File: src/rtl/core/assert_macros.svh
// Assertion macros shared by the encoder modules.
// Each macro expects signals named clk and arst_n in the module that uses it.
`ifndef ASSERT_MACROS_SVH
`define ASSERT_MACROS_SVH

// The property must hold at every clock edge out of reset.
`define ASSERT_CLK(label, prop, msg) \
	label: assert property (@(posedge clk) disable iff (!arst_n) prop) else $error(msg);

// The expression must never be true at a clock edge out of reset.
`define ASSERT_NEVER(label, expr, msg) \
	label: assert property (@(posedge clk) disable iff (!arst_n) !(expr)) else $error(msg);

`endif

File: src/rtl/core/mcme_pkg.sv
`default_nettype none
package mcme_pkg;

	typedef enum logic [4:0] {
		OP_NOTE_ON    = 5'd0,
		OP_NOTE_OFF   = 5'd1,
		OP_POLY_PRESS = 5'd2,
		OP_CC         = 5'd3,
		OP_PROGRAM    = 5'd4,
		OP_CHAN_PRESS = 5'd5,
		OP_BEND       = 5'd6,
		OP_RPN        = 5'd7,
		OP_NRPN       = 5'd8,
		OP_CLOCK      = 5'd9,
		OP_START      = 5'd10,
		OP_STOP       = 5'd11,
		OP_CONTINUE   = 5'd12,
		OP_SENSE      = 5'd13,
		OP_RESET      = 5'd14,
		OP_TIMECODE   = 5'd15,
		OP_SONG_POS   = 5'd16,
		OP_SONG_SEL   = 5'd17,
		OP_TUNE       = 5'd18,
		OP_MPE        = 5'd19
	} op_t;

	// Status nibbles and system bytes.
	localparam logic [3:0] ST_NOTE_OFF   = 4'h8;
	localparam logic [3:0] ST_NOTE_ON    = 4'h9;
	localparam logic [3:0] ST_POLY_PRESS = 4'hA;
	localparam logic [3:0] ST_CC         = 4'hB;
	localparam logic [3:0] ST_PROGRAM    = 4'hC;
	localparam logic [3:0] ST_CHAN_PRESS = 4'hD;
	localparam logic [3:0] ST_BEND       = 4'hE;

	localparam logic [7:0] SYS_TIMECODE = 8'hF1;
	localparam logic [7:0] SYS_SONG_POS = 8'hF2;
	localparam logic [7:0] SYS_SONG_SEL = 8'hF3;
	localparam logic [7:0] SYS_TUNE     = 8'hF6;
	localparam logic [7:0] SYS_CLOCK    = 8'hF8;
	localparam logic [7:0] SYS_START    = 8'hFA;
	localparam logic [7:0] SYS_CONTINUE = 8'hFB;
	localparam logic [7:0] SYS_STOP     = 8'hFC;
	localparam logic [7:0] SYS_SENSE    = 8'hFE;
	localparam logic [7:0] SYS_RESET    = 8'hFF;

	// Controller numbers used by the parameter sequences.
	localparam logic [6:0] CC_NRPN_MSB = 7'd99;
	localparam logic [6:0] CC_NRPN_LSB = 7'd98;
	localparam logic [6:0] CC_RPN_MSB  = 7'd101;
	localparam logic [6:0] CC_RPN_LSB  = 7'd100;
	localparam logic [6:0] CC_DATA_MSB = 7'd6;
	localparam logic [6:0] CC_DATA_LSB = 7'd38;
	localparam logic [6:0] DATA_NULL   = 7'h7F;
	localparam logic [13:0] RPN_PITCH_RANGE = 14'd6;

	// Number of controller messages in one parameter sequence, minus one.
	localparam logic [2:0] PARAM_LAST_MSG = 3'd5;

	// Message positions inside a parameter sequence.
	localparam logic [2:0] PM_NUM_MSB  = 3'd0;
	localparam logic [2:0] PM_NUM_LSB  = 3'd1;
	localparam logic [2:0] PM_DATA_MSB = 3'd2;
	localparam logic [2:0] PM_DATA_LSB = 3'd3;
	localparam logic [2:0] PM_NULL_MSB = 3'd4;
	localparam logic [2:0] PM_NULL_LSB = 3'd5;

	// Byte positions inside one message.
	localparam logic [1:0] POS_STATUS = 2'd0;
	localparam logic [1:0] POS_DATA1  = 2'd1;
	localparam logic [1:0] POS_DATA2  = 2'd2;

	// One classified command. For a parameter sequence d1 and d2 carry the
	// controller numbers that select the parameter.
	typedef struct packed {
		logic        is_param;
		logic [1:0]  last_pos;
		logic [7:0]  status;
		logic [6:0]  d1;
		logic [6:0]  d2;
		logic [13:0] number;
		logic [13:0] value;
	} cmd_t;

	localparam int QUEUE_DEPTH = 2;
	localparam int QPTR_W = $clog2(QUEUE_DEPTH);

endpackage
`default_nettype wire

File: src/rtl/core/mcme_front.sv
`default_nettype none
module mcme_front (
	input  logic               start,
	input  logic               busy,
	input  logic [4:0]         operation,
	input  logic signed [31:0] first_argument,
	input  logic signed [31:0] second_argument,
	input  logic [4:0]         midi_channel,
	output logic               push,
	output mcme_pkg::cmd_t     cmd
);

	logic [6:0]  a7;
	logic [6:0]  b7;
	logic [13:0] a14;
	logic [13:0] b14;
	logic        zone_upper;
	logic [3:0]  bend_range;
	logic [3:0]  ch;
	logic        known;

	// Saturation of the signed arguments.
	always_comb begin
		if (first_argument[31])
			a7 = '0;
		else if (first_argument[30:7] != '0)
			a7 = '1;
		else
			a7 = first_argument[6:0];
		if (second_argument[31])
			b7 = '0;
		else if (second_argument[30:7] != '0)
			b7 = '1;
		else
			b7 = second_argument[6:0];
		if (first_argument[31])
			a14 = '0;
		else if (first_argument[30:14] != '0)
			a14 = '1;
		else
			a14 = first_argument[13:0];
		if (second_argument[31])
			b14 = '0;
		else if (second_argument[30:14] != '0)
			b14 = '1;
		else
			b14 = second_argument[13:0];
		if (second_argument[31])
			bend_range = '0;
		else if (second_argument[30:4] != '0)
			bend_range = '1;
		else
			bend_range = second_argument[3:0];
		zone_upper = !first_argument[31] && (first_argument[30:0] > 31'd1);
	end

	// Channel register values outside 1..16 fold onto the nearest end.
	always_comb begin
		if (midi_channel == 5'd0)
			ch = 4'd0;
		else if (midi_channel > 5'd16)
			ch = 4'd15;
		else
			ch = 4'(midi_channel - 5'd1);
	end

	always_comb begin
		known = 1'b1;
		cmd = '0;
		cmd.last_pos = mcme_pkg::POS_DATA2;
		cmd.d1 = a7;
		cmd.d2 = b7;
		unique case (mcme_pkg::op_t'(operation))
			mcme_pkg::OP_NOTE_ON:    cmd.status = {mcme_pkg::ST_NOTE_ON, ch};
			mcme_pkg::OP_NOTE_OFF:   cmd.status = {mcme_pkg::ST_NOTE_OFF, ch};
			mcme_pkg::OP_POLY_PRESS: cmd.status = {mcme_pkg::ST_POLY_PRESS, ch};
			mcme_pkg::OP_CC:         cmd.status = {mcme_pkg::ST_CC, ch};
			mcme_pkg::OP_PROGRAM: begin
				cmd.status = {mcme_pkg::ST_PROGRAM, ch};
				cmd.last_pos = mcme_pkg::POS_DATA1;
			end
			mcme_pkg::OP_CHAN_PRESS: begin
				cmd.status = {mcme_pkg::ST_CHAN_PRESS, ch};
				cmd.last_pos = mcme_pkg::POS_DATA1;
			end
			mcme_pkg::OP_BEND: begin
				cmd.status = {mcme_pkg::ST_BEND, ch};
				cmd.d1 = a14[6:0];
				cmd.d2 = a14[13:7];
			end
			mcme_pkg::OP_RPN: begin
				cmd.is_param = 1'b1;
				cmd.status = {mcme_pkg::ST_CC, ch};
				cmd.d1 = mcme_pkg::CC_RPN_MSB;
				cmd.d2 = mcme_pkg::CC_RPN_LSB;
				cmd.number = a14;
				cmd.value = b14;
			end
			mcme_pkg::OP_NRPN: begin
				cmd.is_param = 1'b1;
				cmd.status = {mcme_pkg::ST_CC, ch};
				cmd.d1 = mcme_pkg::CC_NRPN_MSB;
				cmd.d2 = mcme_pkg::CC_NRPN_LSB;
				cmd.number = a14;
				cmd.value = b14;
			end
			mcme_pkg::OP_CLOCK: begin
				cmd.status = mcme_pkg::SYS_CLOCK;
				cmd.last_pos = mcme_pkg::POS_STATUS;
			end
			mcme_pkg::OP_START: begin
				cmd.status = mcme_pkg::SYS_START;
				cmd.last_pos = mcme_pkg::POS_STATUS;
			end
			mcme_pkg::OP_STOP: begin
				cmd.status = mcme_pkg::SYS_STOP;
				cmd.last_pos = mcme_pkg::POS_STATUS;
			end
			mcme_pkg::OP_CONTINUE: begin
				cmd.status = mcme_pkg::SYS_CONTINUE;
				cmd.last_pos = mcme_pkg::POS_STATUS;
			end
			mcme_pkg::OP_SENSE: begin
				cmd.status = mcme_pkg::SYS_SENSE;
				cmd.last_pos = mcme_pkg::POS_STATUS;
			end
			mcme_pkg::OP_RESET: begin
				cmd.status = mcme_pkg::SYS_RESET;
				cmd.last_pos = mcme_pkg::POS_STATUS;
			end
			mcme_pkg::OP_TIMECODE: begin
				cmd.status = mcme_pkg::SYS_TIMECODE;
				cmd.last_pos = mcme_pkg::POS_DATA1;
				cmd.d1 = {a14[2:0], b14[3:0]};
			end
			mcme_pkg::OP_SONG_POS: begin
				cmd.status = mcme_pkg::SYS_SONG_POS;
				cmd.d1 = a14[6:0];
				cmd.d2 = a14[13:7];
			end
			mcme_pkg::OP_SONG_SEL: begin
				cmd.status = mcme_pkg::SYS_SONG_SEL;
				cmd.last_pos = mcme_pkg::POS_DATA1;
			end
			mcme_pkg::OP_TUNE: begin
				cmd.status = mcme_pkg::SYS_TUNE;
				cmd.last_pos = mcme_pkg::POS_STATUS;
			end
			mcme_pkg::OP_MPE: begin
				// Zone 1 configures on channel 1, zone 2 on channel 16.
				cmd.is_param = 1'b1;
				cmd.status = {mcme_pkg::ST_CC, zone_upper ? 4'hF : 4'h0};
				cmd.d1 = mcme_pkg::CC_RPN_MSB;
				cmd.d2 = mcme_pkg::CC_RPN_LSB;
				cmd.number = mcme_pkg::RPN_PITCH_RANGE;
				cmd.value = {3'd0, bend_range, 7'd0};
			end
			default: known = 1'b0;
		endcase
	end

	// Unknown codes produce no bytes and are dropped here.
	assign push = start && !busy && known;

endmodule
`default_nettype wire

File: src/rtl/core/mcme_queue.sv
`default_nettype none
`include "assert_macros.svh"
module mcme_queue (
	input  logic           clk,
	input  logic           arst_n,
	input  logic           push,
	input  mcme_pkg::cmd_t push_cmd,
	input  logic           pop,
	output logic           full,
	output logic           not_empty,
	output mcme_pkg::cmd_t head
);

	localparam int CNT_W = $clog2(mcme_pkg::QUEUE_DEPTH + 1);

	mcme_pkg::cmd_t                 entries_q [mcme_pkg::QUEUE_DEPTH];
	logic [mcme_pkg::QPTR_W-1:0]    wr_ptr_q;
	logic [mcme_pkg::QPTR_W-1:0]    rd_ptr_q;
	logic [CNT_W-1:0]               count_q;

	assign full = (count_q == CNT_W'(mcme_pkg::QUEUE_DEPTH));
	assign not_empty = (count_q != '0);
	assign head = entries_q[rd_ptr_q];

	always_ff @(posedge clk or negedge arst_n) begin
		if (!arst_n) begin
			wr_ptr_q <= '0;
			rd_ptr_q <= '0;
			count_q <= '0;
		end else begin
			if (push)
				wr_ptr_q <= wr_ptr_q + 1'b1;
			if (pop)
				rd_ptr_q <= rd_ptr_q + 1'b1;
			if (push && !pop)
				count_q <= count_q + 1'b1;
			else if (pop && !push)
				count_q <= count_q - 1'b1;
		end
	end

	always_ff @(posedge clk) begin
		if (push)
			entries_q[wr_ptr_q] <= push_cmd;
	end

	`ASSERT_NEVER(a_no_overflow, push && full, "request pushed into a full queue")
	`ASSERT_NEVER(a_no_underflow, pop && !not_empty, "request popped from an empty queue")

endmodule
`default_nettype wire

File: src/rtl/core/mcme_back.sv
`default_nettype none
`include "assert_macros.svh"
module mcme_back (
	input  logic           clk,
	input  logic           arst_n,
	input  logic           head_valid,
	input  mcme_pkg::cmd_t head,
	output logic           pop,
	output logic           byte_valid,
	output logic [7:0]     midi_byte,
	output logic           message_start,
	output logic           last_byte
);

	mcme_pkg::cmd_t cur_q;
	logic           active_q;
	logic [2:0]     msg_q;
	logic [1:0]     pos_q;
	logic           msg_end;
	logic           cmd_end;
	logic [7:0]     byte_d;
	logic           byte_valid_q;
	logic [7:0]     midi_byte_q;
	logic           message_start_q;
	logic           last_byte_q;

	assign msg_end = (pos_q == cur_q.last_pos);
	assign cmd_end = active_q && msg_end
		&& (!cur_q.is_param || msg_q == mcme_pkg::PARAM_LAST_MSG);
	// The next request is popped in the same cycle that the last byte is selected.
	assign pop = head_valid && (!active_q || cmd_end);

	always_comb begin
		byte_d = cur_q.status;
		case (pos_q)
			mcme_pkg::POS_DATA1: begin
				byte_d = {1'b0, cur_q.d1};
				if (cur_q.is_param) begin
					case (msg_q)
						mcme_pkg::PM_NUM_MSB:  byte_d = {1'b0, cur_q.d1};
						mcme_pkg::PM_NUM_LSB:  byte_d = {1'b0, cur_q.d2};
						mcme_pkg::PM_DATA_MSB: byte_d = {1'b0, mcme_pkg::CC_DATA_MSB};
						mcme_pkg::PM_DATA_LSB: byte_d = {1'b0, mcme_pkg::CC_DATA_LSB};
						mcme_pkg::PM_NULL_MSB: byte_d = {1'b0, mcme_pkg::CC_RPN_MSB};
						mcme_pkg::PM_NULL_LSB: byte_d = {1'b0, mcme_pkg::CC_RPN_LSB};
						default:               byte_d = {1'b0, cur_q.d1};
					endcase
				end
			end
			mcme_pkg::POS_DATA2: begin
				byte_d = {1'b0, cur_q.d2};
				if (cur_q.is_param) begin
					case (msg_q)
						mcme_pkg::PM_NUM_MSB:  byte_d = {1'b0, cur_q.number[13:7]};
						mcme_pkg::PM_NUM_LSB:  byte_d = {1'b0, cur_q.number[6:0]};
						mcme_pkg::PM_DATA_MSB: byte_d = {1'b0, cur_q.value[13:7]};
						mcme_pkg::PM_DATA_LSB: byte_d = {1'b0, cur_q.value[6:0]};
						default:               byte_d = {1'b0, mcme_pkg::DATA_NULL};
					endcase
				end
			end
			default: byte_d = cur_q.status;
		endcase
	end

	always_ff @(posedge clk or negedge arst_n) begin
		if (!arst_n) begin
			active_q <= 1'b0;
			msg_q <= '0;
			pos_q <= '0;
			byte_valid_q <= 1'b0;
		end else begin
			byte_valid_q <= active_q;
			if (pop) begin
				active_q <= 1'b1;
				msg_q <= '0;
				pos_q <= mcme_pkg::POS_STATUS;
			end else if (cmd_end) begin
				active_q <= 1'b0;
			end else if (active_q) begin
				if (msg_end) begin
					pos_q <= mcme_pkg::POS_STATUS;
					msg_q <= msg_q + 1'b1;
				end else begin
					pos_q <= pos_q + 1'b1;
				end
			end
		end
	end

	always_ff @(posedge clk) begin
		if (pop)
			cur_q <= head;
		midi_byte_q <= byte_d;
		message_start_q <= (pos_q == mcme_pkg::POS_STATUS);
		last_byte_q <= cmd_end;
	end

	assign byte_valid = byte_valid_q;
	assign midi_byte = midi_byte_q;
	assign message_start = message_start_q;
	assign last_byte = last_byte_q;

	`ASSERT_CLK(a_status_msb, byte_valid && message_start |-> midi_byte[7], "status byte without its top bit")
	`ASSERT_CLK(a_data_msb, byte_valid && !message_start |-> !midi_byte[7], "data byte with its top bit set")
	`ASSERT_CLK(a_contiguous, byte_valid && !last_byte |=> byte_valid, "gap inside one request's bytes")

endmodule
`default_nettype wire

File: src/rtl/core/midi_command_message_encoder_core.sv
// Channel   Ports                                             Handshake
// command   operation, first_argument, second_argument        start && !busy
// result    midi_byte, message_start, last_byte               byte_valid, one cycle
// config    channel_wdata                                     channel_we
//
// A request is taken on start while busy is low and waits in a two-entry queue; the
// byte sequencer then sends one byte per cycle, and a request has 1 to 18 bytes. The
// head is popped into the sequencer's request register and each byte is registered.
// Requests with unknown codes produce no bytes and are never queued.
// busy is high only while the queue is full; the receiver cannot stall.
// Reset clears the queue and the sequencer and sets the channel to 1.
`default_nettype none
module midi_command_message_encoder_core (
	input  logic               clk,
	input  logic               arst_n,
	input  logic               start,
	output logic               busy,
	input  logic [4:0]         operation,
	input  logic signed [31:0] first_argument,
	input  logic signed [31:0] second_argument,
	input  logic               channel_we,
	input  logic [4:0]         channel_wdata,
	output logic               byte_valid,
	output logic [7:0]         midi_byte,
	output logic               message_start,
	output logic               last_byte
);

	logic [4:0]     midi_channel_q;
	logic           push;
	mcme_pkg::cmd_t push_cmd;
	logic           pop;
	logic           head_valid;
	mcme_pkg::cmd_t head;

	always_ff @(posedge clk or negedge arst_n) begin
		if (!arst_n)
			midi_channel_q <= 5'd1;
		else if (channel_we)
			midi_channel_q <= channel_wdata;
	end

	mcme_front u_front (
		.start           (start),
		.busy            (busy),
		.operation       (operation),
		.first_argument  (first_argument),
		.second_argument (second_argument),
		.midi_channel    (midi_channel_q),
		.push            (push),
		.cmd             (push_cmd)
	);

	mcme_queue u_queue (
		.clk       (clk),
		.arst_n    (arst_n),
		.push      (push),
		.push_cmd  (push_cmd),
		.pop       (pop),
		.full      (busy),
		.not_empty (head_valid),
		.head      (head)
	);

	mcme_back u_back (
		.clk           (clk),
		.arst_n        (arst_n),
		.head_valid    (head_valid),
		.head          (head),
		.pop           (pop),
		.byte_valid    (byte_valid),
		.midi_byte     (midi_byte),
		.message_start (message_start),
		.last_byte     (last_byte)
	);

endmodule
`default_nettype wire
File: config.mk
export PLATFORM = sky130hd
export DESIGN_NAME = midi_command_message_encoder_core
export DESIGN_NICKNAME = d
export VERILOG_FILES = /design/src/rtl/core/mcme_pkg.sv /design/src/rtl/core/mcme_front.sv /design/src/rtl/core/mcme_queue.sv /design/src/rtl/core/mcme_back.sv /design/src/rtl/core/midi_command_message_encoder_core.sv
export VERILOG_INCLUDE_DIRS = /design/src /design/src/rtl/core
export SDC_FILE = /design/constraint.sdc
export NUM_CORES = 1
export LEC_CHECK = 0
export BUFFER_PORTS_ARGS = -buffer_cell sky130_fd_sc_hd__clkbuf_2
export CORE_MARGIN = 2
export CORE_UTILIZATION = 35
export CTS_CLUSTER_DIAMETER = 30
export DETAILED_ROUTE_END_ITERATION = 10
export PLACE_DENSITY_LB_ADDON = 0.12
export SLEW_MARGIN = 20
export SYNTH_ARGS = -nofsm -noshare
export SYNTH_HDL_FRONTEND = slang
export SYNTH_SLANG_ARGS = --single-unit
File: constraint.sdc
create_clock -name clk -period 7.9 [get_ports clk]
set_input_delay 0.395 -clock clk [delete_from_list [all_inputs] [get_ports clk]]
set_output_delay 0.395 -clock clk [all_outputs]
set_load 0.005 [all_outputs]
======== After elaboration in Yosys (flattened, before gate mapping) ========
Memory sizes are Yosys's and may differ from the RTL's. A register that Yosys moved wholly into a read port is not among the register bits.
Index checks and enable logic that the tools add are counted.
storage, ports and cells
  bits in registers ....................... 26
  bits in writable memories ............... 106
  memories kept ........................... 1
operators by class
  add/subtract/negate cells ............... 7
  order comparisons ....................... 2
  eq/ne operators ......................... 29
  muxes and demuxes ....................... 39
  reduce and logical (&&, ||, !) cells .... 40
memories
  name               depth  width  rd ports  clocked after Yosys merged registers in  wr ports  line              text
  u_queue.entries_q  2      53     1         1                                        1         mcme_queue.sv:16  mcme_pkg::cmd_t entries_q [mcme_pkg::QUEUE_DEPTH];
operators by type and width
  operator                                                                count
  8-bit one-hot mux with 18 select lines                                  1
  14-bit 2-to-1 mux                                                       4
  28-bit one-hot mux with 2 select lines                                  1
  7-bit one-hot mux with 4 select lines                                   2
  24-bit nonzero test                                                     2
  5-bit by 4-bit == test with 1-bit output (second input constant)        8
  7-bit one-hot mux with 5 select lines                                   1
  17-bit nonzero test                                                     2
  31-bit by 1-bit > comparator with 1-bit output (second input constant)  1
  7-bit 2-to-1 mux                                                        4
  27-bit nonzero test                                                     1
  7-bit one-hot mux with 3 select lines                                   1
  5-bit by 3-bit == test with 1-bit output (second input constant)        4
  5-bit == test (second input constant)                                   4
  4-bit 2-to-1 mux                                                        5
  20-bit OR reduction                                                     1
  8-bit 2-to-1 mux                                                        2
  8-bit one-hot mux with 2 select lines                                   1
  2-bit 2-to-1 mux                                                        6
  3-bit 2-to-1 mux                                                        4
  5-bit by 2-bit == test with 1-bit output (second input constant)        2
  5-bit logical NOT                                                       2
  2-bit nonzero test                                                      5
  1-bit logical AND                                                       8
  other kinds (26)                                                        45

======== Longest topological paths before layout ========
Gate-level depths: netlist of run 1.
  depth in word-level cells ............... 8
  mapped depth ............................ 10

======== Cells and area by module ========
A second synthesis of run 1 with hierarchy kept.
second synthesis, totals
  cell total of the unflattened synthesis .. 609
  area total of the unflattened synthesis .. 8,543.2 µm²
modules (own cells, without submodules)
  module                             times used  cells each  area each (µm²)  sequential area each (µm²)
  mcme_queue                         1           181         4,264.1          3,283.1
  mcme_back                          1           188         2,788.9          1,966.9
  mcme_front                         1           230         1,307.5          0.0
  midi_command_message_encoder_core  1           10          182.7            126.4

======== Worst setup path after synthesis of run 1 ========
Ideal clock, no wire load.
  path type ............................... input-to-reg
  start ................................... input operation[2]
  end ..................................... memory u_queue.entries_q[0][0] in the netlist's numbering (enable)
  arrival ................................. 3.440 ns
  setup slack ............................. 3.996 ns
  cell stages on the path ................. 5
  path buffers ............................ 2
  cell sequence ........................... buf_2 > buf_2 > o21ai_0 > nand3b_1 > nor2_1
on the way
  longest elaborated chain between the ends .. 6
  elaborated cells on any way between the ends .. 25
  classes of those cells .................. eq/ne: 19; mux: 3; reduce/logical: 3
ends and longest elaborated chain
  what                                                                    line                                     text
  start: declaration                                                      midi_command_message_encoder_core.sv:18  input logic [4:0] operation,
  5-bit by 1-bit == test with 1-bit output, or another cell as far along  mcme_front.sv:73                         unique case (mcme_pkg::op_t'(operation))
  20-bit OR reduction (no source line) *                                  n/a
  1-bit 2-to-1 mux *                                                      mcme_front.sv:73
  1-bit logical AND *                                                     mcme_front.sv:163                        assign push = start && !busy && known;
  1-bit 2-to-1 mux *                                                      mcme_queue.sv:43                         if (push)
  1-bit 2-to-1 mux (implied by the code) *                                mcme_queue.sv:44                         entries_q[wr_ptr_q] <= push_cmd;
  end: declaration                                                        mcme_queue.sv:16
Mark *: on every way between the ends. The rest lies on a longest branch, timed or not.

======== Worst setup path after layout of run 1 ========
  start ................................... register u_back.msg_q[1]
  end ..................................... register u_back.cur_q[45] (netlist name)
on the way
  longest elaborated chain between the ends .. 5
ends and longest elaborated chain
  what                      line                                     text
  start: declaration        mcme_back.sv:17                          logic [2:0] msg_q;
  start signal: assignment  mcme_back.sv:83                          msg_q <= msg_q + 1'b1;
  3-bit == test             mcme_back.sv:29                          && (!cur_q.is_param || msg_q == mcme_pkg::PARAM_LAST_MSG);
  1-bit logical OR          mcme_back.sv:29
  1-bit logical AND         mcme_back.sv:29
  1-bit logical OR          mcme_back.sv:31                          assign pop = head_valid && (!active_q || cmd_end);
  1-bit logical AND         mcme_back.sv:31
  via pop                   midi_command_message_encoder_core.sv:32  logic pop;
The timed path passes the listed nets, and every way through them passes these cells.
A chain may end at the register's enable or synchronous reset.

==> results.sh, run 1 <==
export IMPL_end_kind="flop"
export IMPL_cp_data_required_time_ns=7.78
export IMPL_synth_nets=707
export IMPL_hold_violations=0
export IMPL_fin_setup_tns_ns=0
export IMPL_syn_area_um2=8260
export IMPL_antenna_cells=0
export IMPL_async_flop_share_pct=8.65
export IMPL_setup_ws_ns=4.73
export IMPL_drv_slew=0
export IMPL_die_x_um=158
export IMPL_die_area_um2=24800
export IMPL_rsz0062_at_grt="false"
export IMPL_critPathMaxFanout=53
export IMPL_grt_usage_pct=16.3
export IMPL_firstDrtPassIters=5
export IMPL_drive_above_1_share_pct=27.0
export IMPL_worst_pin_slew_ns=1.02
export IMPL_cts_buffers=17
export IMPL_finalPower_uw=3230
export IMPL_h_tree_depth=4
export IMPL_io_buffer_count=89
export IMPL_area_growth_pct=16.3
export IMPL_num_vias=5315
export IMPL_min_path_type="primary input to flop"
export IMPL_grt_pass1_vias=5328
export IMPL_initial_core_util_pct=35.4
export IMPL_ios=90
export IMPL_clockRootBuffer="clkbuf_16"
export IMPL_setup_viol=0
export IMPL_ys_ff_latch=185
export IMPL_relSlewSlack_pct=31.8
export IMPL_design_area_um2=9600
export IMPL_max_freq_mhz=316
export IMPL_cellLeakagePower_uw=0.00340
export IMPL_die_y_um=158
export IMPL_ys_types=66
export IMPL_met2_usage_pct=26.1
export IMPL_antenna_found_initial=0
export IMPL_met1_usage_pct=22.2
export IMPL_path_clk_slew_ns=0.07
export IMPL_place_hpwl_um=13600
export IMPL_drtAntennaViolNets=0
export IMPL_cts_sinks=185
export IMPL_drt_wl_total_um=19600
export IMPL_ys_seq_area_share_pct=65.1
export IMPL_overflow=0
export IMPL_grt_pass1_wl_um=30100
export IMPL_routedWlPerCell_um=19.0
export IMPL_insertion_delay_ns=0.43
export IMPL_dp_slack_ns=4.83
export IMPL_avgSynthCellArea_um2=13.4
export IMPL_use_met3_pct=3.23
export IMPL_via_per_inst=5.18
export IMPL_crit_type="flop to flop"
export IMPL_final_net_count=786
export IMPL_cts_tree="built"
export IMPL_finalCriticalPeriod_ns=3.17
export IMPL_irDropWorstVdd_mv=0.200
export IMPL_status="finished, final reports clean"
export IMPL_num_rows=56
export IMPL_place_area_um2=8990
export IMPL_p_per_area_nw_per_um2=336
export IMPL_yosys_warnings=0
export IMPL_ys_flop_type="edfxtp_1"
export IMPL_fin_crit_sh_pct=40.1
export IMPL_busiest_layer="met2"
export IMPL_post_cts_buffers=0
export IMPL_skew_ns=0.0102
export IMPL_grt_start_max_net_pins=55
export IMPL_crit_arrival_ns=3.05
export IMPL_drv_cap=0
export IMPL_syn_inst=616
export IMPL_drcViolationCount=0
export IMPL_core_area_um2=23300
export IMPL_place_gp_congestion=0.861
export IMPL_synth_edf_count=159
export IMPL_drt_iter0_markers=406
export IMPL_clockBufferDepth=2
export IMPL_cp_start_kind="flop"
export IMPL_utilization_pct=41.2
-- final cells by class --
class / count / area [um2]
clock inverters: 12 / 165
multi-input cells: 379 / 2670
well taps: 319 / 399
repair buffers: 93 / 478
flip-flops and latches: 185 / 5380
clock buffers: 20 / 437
fillers: 2183 / 13700
inverters: 19 / 72.6
-- synth_stat cells (all sizes together) (2+ instances only) --
master   number  area (um2)
o221ai        6        52.6
nand2        33         124
o211ai        8        60.1
buf          19        95.1
clkbuf       14        52.6
or2           4        25.0
a221o         6        60.1
nor2         47         176
nor4b         2        23.8
a21o          3        22.5
nand3        11        60.1
a22o          3        26.3
edfxtp      159        4770
and3b         2        17.5
nor4         14         103
o21ai        51         259
a222oi        7        70.1
nand2b        9        56.3
a21oi        18        93.8
or4           3        26.3
inv          19        71.3
mux2         54         608
xnor2         8        70.1
or3           4        25.0
and2          6        37.5
a21boi        4        30.0
a32oi         3        26.3
o21a         13        97.6
dfxtp        10         200
o22ai         3        18.8
nand3b        2        15.0
nand4         5        31.3
nor3          8        45.0
nor2b         3        18.8
o2111ai       4        35.0
ha           13         163
xor2          4        35.0
dfrtp        15         375
a31oi         2        12.5
a211oi        2        15.0
-- report_power, final --
part	leakage, uW	switching (uW)	internal, uW	total [uW]
Sequential	0.00171	112	1400	1520
Combinational	0.00141	515	331	846
Clock	0.000288	364	504	869
-- critical path, stage by stage (launching register included) --
cell and delay [ns]:
dfrtp_1 0.44, inv_1 0.13, ha_1 0.33, a21boi_0 0.44, o21ai_0 0.20, o21ai_0 0.23
clkinv_2 0.82
-- routing by layer --
metal,routed length (um),vias to the layer above,share of wire [%]
li1,-,2516,-
met1,9000,2584,46
met2,9160,189,47
met3,1080,26,5.5
met4,314,0,1.6
met5,0,-,0
-- cell usage in the layout, fill, tap and decap left out, drive strengths merged, types with 4 or more instances in the layout --
| master | instances |
|---|---|
| edfxtp | 159 |
| clkbuf | 109 |
| mux2 | 54 |
| o21ai | 51 |
| nor2 | 47 |
| nand2 | 33 |
| inv | 23 |
| a21oi | 18 |
| dfrtp | 15 |
| nor4 | 14 |
| o21a | 13 |
| ha | 13 |
| nand3 | 11 |
| dfxtp | 10 |
| nand2b | 9 |
| xnor2 | 8 |
| o211ai | 8 |
| nor3 | 8 |
| a222oi | 7 |
| o221ai | 6 |
| a221o | 6 |
| and2 | 6 |
| nand4 | 5 |
| xor2 | 4 |
| or3 | 4 |
| o2111ai | 4 |
| a21boi | 4 |
| or2 | 4 |
-- cells by family after synthesis --
family | Yosys count | synth area share (%)
buffers and inverters | 52 | 2.65
flip-flops | 185 | 65.1
multiplexers | 54 | 7.36
AO/OA/AOI/OAI | 141 | 11.5
adder cells (fa/ha/maj) | 14 | 2.09
AND/OR/NAND/NOR | 158 | 10.1
XOR/XNOR | 12 | 1.27
-- registers in the layout, summed over array words and instances (netlist names), 2 cells and up --
name / flops
u_queue.count_q: 2
u_back.pos_q: 2
midi_channel_q: 5
u_queue.entries_q: 106
u_back.midi_byte: 8
u_back.cur_q: 53
u_back.msg_q: 3
-- timing repair --
item / CTS / global route
hold buffers: 1 / 0
resized for setup: 0 / 0
hold endpoints to repair: 15 / 0
-- final timing paths --
check	cells past startpoint	slack [ns]	startpoint	endpoint
worst max register to register	6	4.73	u_back.msg_q[1]$_DFFE_PN0P_	u_back.cur_q[45]$_DFFE_PP_
worst min-delay path	3	0.17	channel_wdata[4]	midi_channel_q[4]$_DFFE_PN0P_
min in group asynchronous	2	0.47	arst_n	u_queue.count_q[0]$_DFFE_PN0P_
worst min register to register	1	0.48	u_back.cur_q[49]$_DFFE_PP_	u_back.midi_byte[7]$_DFF_P_
worst max-delay path	6	4.73	u_back.msg_q[1]$_DFFE_PN0P_	u_back.cur_q[45]$_DFFE_PP_
max in group asynchronous	2	7.07	arst_n	u_queue.rd_ptr_q$_DFFE_PN0P_
-- stage by stage --
stage / hold WS, ns / instances
CTS: 0.154 / 1027
finish: 0.171 / 1027
global placement: 0.376 / 994
detailed placement: 0.386 / 994
global route: 0.171 / 1027
floorplan: 0.0994 / 616
Note: power is estimated with default switching activity, not from simulation.
==> inputs of run 2 (changes only) <==
clock period = 3.3 ns   (was 7.9 ns; I/O delays follow)
==> run 2 against run 1 <==
  * Utilization increased by 0.46 points
  * Total power increased by 140%
  * Via count increased by 0.36%
  * Worst setup slack got worse by 4.1 ns
  * Clock-buffer cell count decreased by 2
==> results.sh, run 2 (same netlist as run 1, synthesis figures left out) <==
export IMPL_slowest_stage="dfrtp_1"
export IMPL_cts_buffers=17
export IMPL_setup_viol=0
export IMPL_combPwrFrac_pct=27.0
export IMPL_grt_pass1_wl_um=29400
export IMPL_hold_violations=0
export IMPL_grt_usage_pct=16.0
export IMPL_met3WireLength_um=1150
export IMPL_die_x_um=158
export IMPL_power_frac_seq_pct=46.7
export IMPL_rr_worst_depth=7
export IMPL_antenna_found_initial=0
export IMPL_finalCriticalPeriod_ns=2.66
export IMPL_crit_arrival_ns=2.79
export IMPL_largest_reg_flops=106
export IMPL_cp_data_required_time_ns=3.42
export IMPL_drive_above_1_share_pct=27.5
export IMPL_irDropWorstVdd_mv=0.311
export IMPL_clockRootBuffer="clkbuf_16"
export IMPL_cts_resized=0
export IMPL_drtAntennaViolNets=0
export IMPL_mostFrequentLayoutCell="edfxtp_1"
export IMPL_rsz0062_at_grt="false"
export IMPL_fin_setup_tns_ns=0
export IMPL_final_net_count=797
export IMPL_end_kind="flop"
export IMPL_cts_tree="built"
export IMPL_h_tree_depth=4
export IMPL_reg2reg_from="u_back.msg_q[1]$_DFFE_PN0P_"
export IMPL_placed_cells_incl_taps=1000
export IMPL_antenna_cells=0
export IMPL_n_fill_cell=2205
export IMPL_place_gp_congestion=0.866
export IMPL_area_growth_pct=17.5
export IMPL_m1WireLength_um=8990
export IMPL_core_area_um2=23300
export IMPL_drt_wl_total_um=19200
export IMPL_num_rows=56
export IMPL_cts_sinks=185
export IMPL_worst_path_buf_inv=3
export IMPL_path_clk_slew_ns=0.07
export IMPL_min_path_type="primary input to flop"
export IMPL_clockBufferDepth=2
export IMPL_worst_pin_slew_ns=0.782
export IMPL_intPower_uw=5330
export IMPL_slowest_delay_ns=0.44
export IMPL_ios=90
export IMPL_p_sw_share_pct=30.9
export IMPL_clkPwrFrac_pct=26.3
export IMPL_top_layer_used="met4"
export IMPL_die_area_um2=24800
export IMPL_r2r_slack_ns=0.64
export IMPL_fin_crit_sh_pct=80.7
export IMPL_drv_slew=0
export IMPL_die_y_um=158
export IMPL_crit_type="flop to flop"
export IMPL_path_cells="inv_1, ha_1, a21boi_0, o21ai_0, o21ai_0, inv_2, buf_4"
export IMPL_top_register="u_queue.entries_q"
export IMPL_final_cells=1038
export IMPL_setup_worst_path_end="u_back.cur_q[37]$_DFFE_PP_"
export IMPL_critPathLaunch="u_back.msg_q[1]$_DFFE_PN0P_"
export IMPL_drt_iter0_markers=504
export IMPL_max_freq_mhz=376
export IMPL_io_buffer_count=89
export IMPL_relSlewSlack_pct=47.8
export IMPL_skew_ns=0.0107
export IMPL_drcViolationCount=0
export IMPL_r2r_end="u_back.cur_q[37]$_DFFE_PP_"
export IMPL_switchingPower_uw=2390
export IMPL_cp_depth=7
export IMPL_routedWlPerCell_um=18.5
export IMPL_cp_start_kind="flop"
export IMPL_cp_common_cell="o21ai_0"
export IMPL_place_hpwl_um=13500
export IMPL_overflow=0
export IMPL_wl_met2_um=8770
export IMPL_grt_start_max_net_pins=55
export IMPL_grt_pass1_vias=5278
export IMPL_utilization_pct=41.6
export IMPL_initial_core_util_pct=35.4
export IMPL_cellLeakagePower_uw=0.00346
export IMPL_status="finished, final reports clean"
export IMPL_p_per_area_nw_per_um2=794
export IMPL_layout_common_cells="edfxtp_1 (159), clkbuf_2 (89), mux2_2 (54), nor2_1 (46), o21ai_0 (43)"
export IMPL_via_per_inst=5.14
export IMPL_cpLargestDelayFamily="buffers and inverters"
export IMPL_critPathMaxFanout=14
export IMPL_drv_cap=0
export IMPL_firstDrtPassIters=6
export IMPL_insertion_delay_ns=0.43
export IMPL_num_vias=5334
==> run 2: cell count changes in the layout (fill, tap and decap cells not counted), moves of 2 or more <==
cell | before | now
buf_4 | 3 | 7
dlygate4sd3_1 | 1 | 6
buf_12 | 0 | 2
clkbuf_1 | 3 | 1
==> run 2: worst min-delay path by stage <==
stage                           from                       endpoint  slack [ns]  depth (start not counted)
final                     channel_we  midi_channel_q[0]$_DFFE_PN1P_        0.02                          2
after global routing      channel_we  midi_channel_q[1]$_DFFE_PN0P_        0.05                          2
after CTS                 channel_we  midi_channel_q[0]$_DFFE_PN1P_        0.01                          2
after detailed placement      arst_n   u_queue.wr_ptr_q$_DFFE_PN0P_        0.15                          1
after global placement        arst_n   u_queue.wr_ptr_q$_DFFE_PN0P_        0.15                          1
after floorplan               arst_n  midi_channel_q[1]$_DFFE_PN0P_       -0.13                          0
==> run 2: final cells by class <==
cell class	instances	area [um2]	share of cell area (%)
Clock inverter	14	160	1.65
Sequential cell	185	5380	55.4
Clock buffer	18	429	4.42
Multi-Input combinational cell	379	2670	27.5
Timing Repair Buffer	104	598	6.16
Inverter	19	71.3	0.735
Tap cell	319	399	4.11
==> run 2: power groups by stage <==
stage	Clock, uW	Sequential (uW)	Combinational, uW
CTS	2080	3600	2130
detailed placement	0	3640	2100
floorplan	0	3570	1410
global placement	0	3640	2100
global route	2160	3660	2310
finish	2030	3600	2090
==> run 2: stage by stage <==
stage          hold slack, ns  instance area (um2)  total power, uW  setup WS (ns)
6_report               0.0222                 9710             7710          0.638
5_1_grt                0.0522                 9710             8120          0.359
4_1_cts                0.0121                 9710             7810          0.619
3_5_place_dp            0.151                 9060             5740          0.633
3_3_place_gp            0.145                 9060             5730          0.757
2_1_floorplan          -0.131                 8260             4980          0.465
==> run 2: routing by layer <==
layer / GRT usage, % / up-vias
met5: 0 / -
met4: 3.90 / 0
met3: 4.27 / 22
met2: 25.4 / 175
met1: 21.9 / 2594
li1: - / 2543
==> run 2: what timing repair did <==
item,in CTS,in global routing
setup buffers,0,0
hold buffers,6,0
hold endpoints to repair,20,0
==> run 2: worst reg2reg max path, cell delays in order (launching register included) <==
cell and delay (ns):
dfrtp_1 0.44, inv_1 0.16, ha_1 0.41, a21boi_0 0.25, o21ai_0 0.27, o21ai_0 0.23
inv_2 0.34, buf_4 0.28
==> inputs of run 3 (changes only) <==
clock period = 2.2 ns   (was 3.3 ns; I/O delays follow)
==> run 3 against run 2 <==
  * Global-route usage up 1.3 points
  * Cell count up 2.6%
  * Clock power up 51%
  * Clock skew up 0.0041 ns
  * Total power up 55%
  * Routed wire length up 6.7%
  * Utilization up 1.4 points
  * Sequential share of layout area down 1.8 points
==> results.sh, run 3 (same netlist as run 1, synthesis figures left out) <==
export IMPL_status="finished, final reports clean"
export IMPL_finalCriticalPeriod_ns=2.10
export IMPL_utilization_pct=43.0
export IMPL_via_per_inst=5.11
export IMPL_cellLeakagePower_uw=0.00360
export IMPL_hold_violations=0
export IMPL_design_area_um2=10000
export IMPL_multi_input_area_um2=2720
export IMPL_drv_slew=0
export IMPL_drt_wl_total_um=20500
export IMPL_grt_start_max_net_pins=54
export IMPL_max_freq_mhz=475
export IMPL_antenna_cells=0
export IMPL_cts_sinks=185
export IMPL_antenna_found_initial=0
export IMPL_grt_usage_pct=17.3
export IMPL_die_x_um=158
export IMPL_ios=90
export IMPL_rr_worst_depth=7
export IMPL_h_tree_depth=4
export IMPL_overflow=0
export IMPL_setup_viol=0
export IMPL_irDropWorstVdd_mv=0.546
export IMPL_die_area_um2=24800
export IMPL_end_kind="flop"
export IMPL_grt_pass1_wl_um=31800
export IMPL_grt_pass1_vias=5539
export IMPL_top_register="u_queue.entries_q"
export IMPL_insertion_delay_ns=0.43
export IMPL_area_growth_pct=21.6
export IMPL_final_net_count=824
export IMPL_worst_pin_slew_ns=0.596
export IMPL_reg2reg_from="midi_channel_q[1]$_DFFE_PN0P_"
export IMPL_drtAntennaViolNets=0
export IMPL_min_path_type="primary input to flop"
export IMPL_mostFrequentLayoutCell="edfxtp_1"
export IMPL_drt_iter0_markers=448
export IMPL_core_area_um2=23300
export IMPL_crit_arrival_ns=2.25
export IMPL_setup_worst_path_end="u_queue.entries_q[0][43]$_DFFE_PP_"
export IMPL_die_y_um=158
export IMPL_firstDrtPassIters=7
export IMPL_skew_ns=0.0148
export IMPL_num_rows=56
export IMPL_num_vias=5445
export IMPL_cts_tree="built"
export IMPL_drive_above_1_share_pct=30.4
export IMPL_r2r_end="u_queue.entries_q[0][43]$_DFFE_PP_"
export IMPL_cts_buffers=17
export IMPL_p_per_area_nw_per_um2=1190
export IMPL_layout_common_cells="edfxtp_1 (159), clkbuf_2 (89), mux2_2 (54), nor2_1 (46), o21ai_0 (40)"
export IMPL_r2r_slack_ns=0.1
export IMPL_initial_core_util_pct=35.4
export IMPL_cp_data_required_time_ns=2.35
export IMPL_clockBufferDepth=2
export IMPL_cp_start_kind="flop"
export IMPL_routedWlPerCell_um=19.2
export IMPL_clockRootBuffer="clkbuf_16"
export IMPL_path_clk_slew_ns=0.08
export IMPL_ff_latch_area_um2=5380
export IMPL_relSlewSlack_pct=59.9
export IMPL_place_gp_congestion=0.882
export IMPL_crit_type="flop to flop"
export IMPL_rsz0062_at_grt="false"
export IMPL_n_fill_cell=2136
export IMPL_critPathLaunch="midi_channel_q[1]$_DFFE_PN0P_"
export IMPL_place_hpwl_um=14600
export IMPL_drv_cap=0
export IMPL_io_buffer_count=89
export IMPL_drcViolationCount=0
export IMPL_fin_crit_sh_pct=95.6
export IMPL_critPathMaxFanout=5
export IMPL_largest_reg_flops=106
export IMPL_place_area_um2=9290
==> run 3: cell count changes in the layout (fill, tap and decap cells not counted), moves of 3 or more <==
cell	delta
dlygate4sd3_1	+8
buf_12	+4
o21ai_0	-3
buf_4	+15
inv_1	-3
==> run 3: metrics by stage <==
stage	setup WS, ns	TNS [ns]	hold WS (ns)	instances	power [uW]
after detailed placement	-0.000842	-0.00167	0.100	1019	8970
after CTS	0.00972	0	0.00512	1065	12100
after floorplan	-0.543	-33.95	-0.186	616	7540
after global routing	0.00979	0	0.0242	1065	12600
final	0.0960	0	0.0233	1065	11900
after global placement	0.138	0	0.0946	1019	8920
==> run 3: metal layers <==
metal / vias to the layer above / part of all wire [%] / GRT usage (%)
li1: 2598 / - / -
met1: 2671 / 46 / 22.8
met3: 29 / 3.9 / 3.61
met4: 0 / 1.4 / 5.19
met5: - / 0 / 0
met2: 147 / 49 / 29.0
==> run 3: critical path: stages (launching register included) <==
cell and delay, ns:
dfrtp_1 0.42, inv_2 0.10, ha_4 0.15, or3b_1 0.38
maj3_1 0.38, o21ai_1 0.14, a21o_1 0.13, nand4_1 0.13
==> run 3: worst min-delay path by stage <==
stage,start,to,cells after the start,slack [ns]
6_report,second_argument[12],u_queue.entries_q[0][12]$_DFFE_PP_,2,0.02
5_1_grt,second_argument[12],u_queue.entries_q[0][12]$_DFFE_PP_,2,0.02
4_1_cts,second_argument[12],u_queue.entries_q[1][12]$_DFFE_PP_,2,0.005
3_5_place_dp,arst_n,u_queue.count_q[0]$_DFFE_PN0P_,1,0.10
3_3_place_gp,arst_n,u_queue.count_q[0]$_DFFE_PN0P_,1,0.09
2_1_floorplan,arst_n,midi_channel_q[1]$_DFFE_PN0P_,0,-0.19
==> run 3: power by group <==
group          internal, uW  switching, uW
Combinational          1500           1920
Sequential             5020            429
Clock                  1630           1440
==> run 3: layout make-up <==
cell class                      count  area share, %
Sequential cell                   185           53.6
Inverter                           19          0.748
Clock buffer                       17           4.24
Multi-Input combinational cell    379           27.0
Tap cell                          319           3.97
Timing Repair Buffer              131           8.67
Clock inverter                     15           1.77
==> run 3: repair_timing <==
item / in CTS / in global routing
endpoints found under the hold margin: 21 / 0
hold buffers: 14 / 0
setup buffers: 0 / 0
resized for setup: 1 / 4
endpoints found under the setup margin: 2 / 4
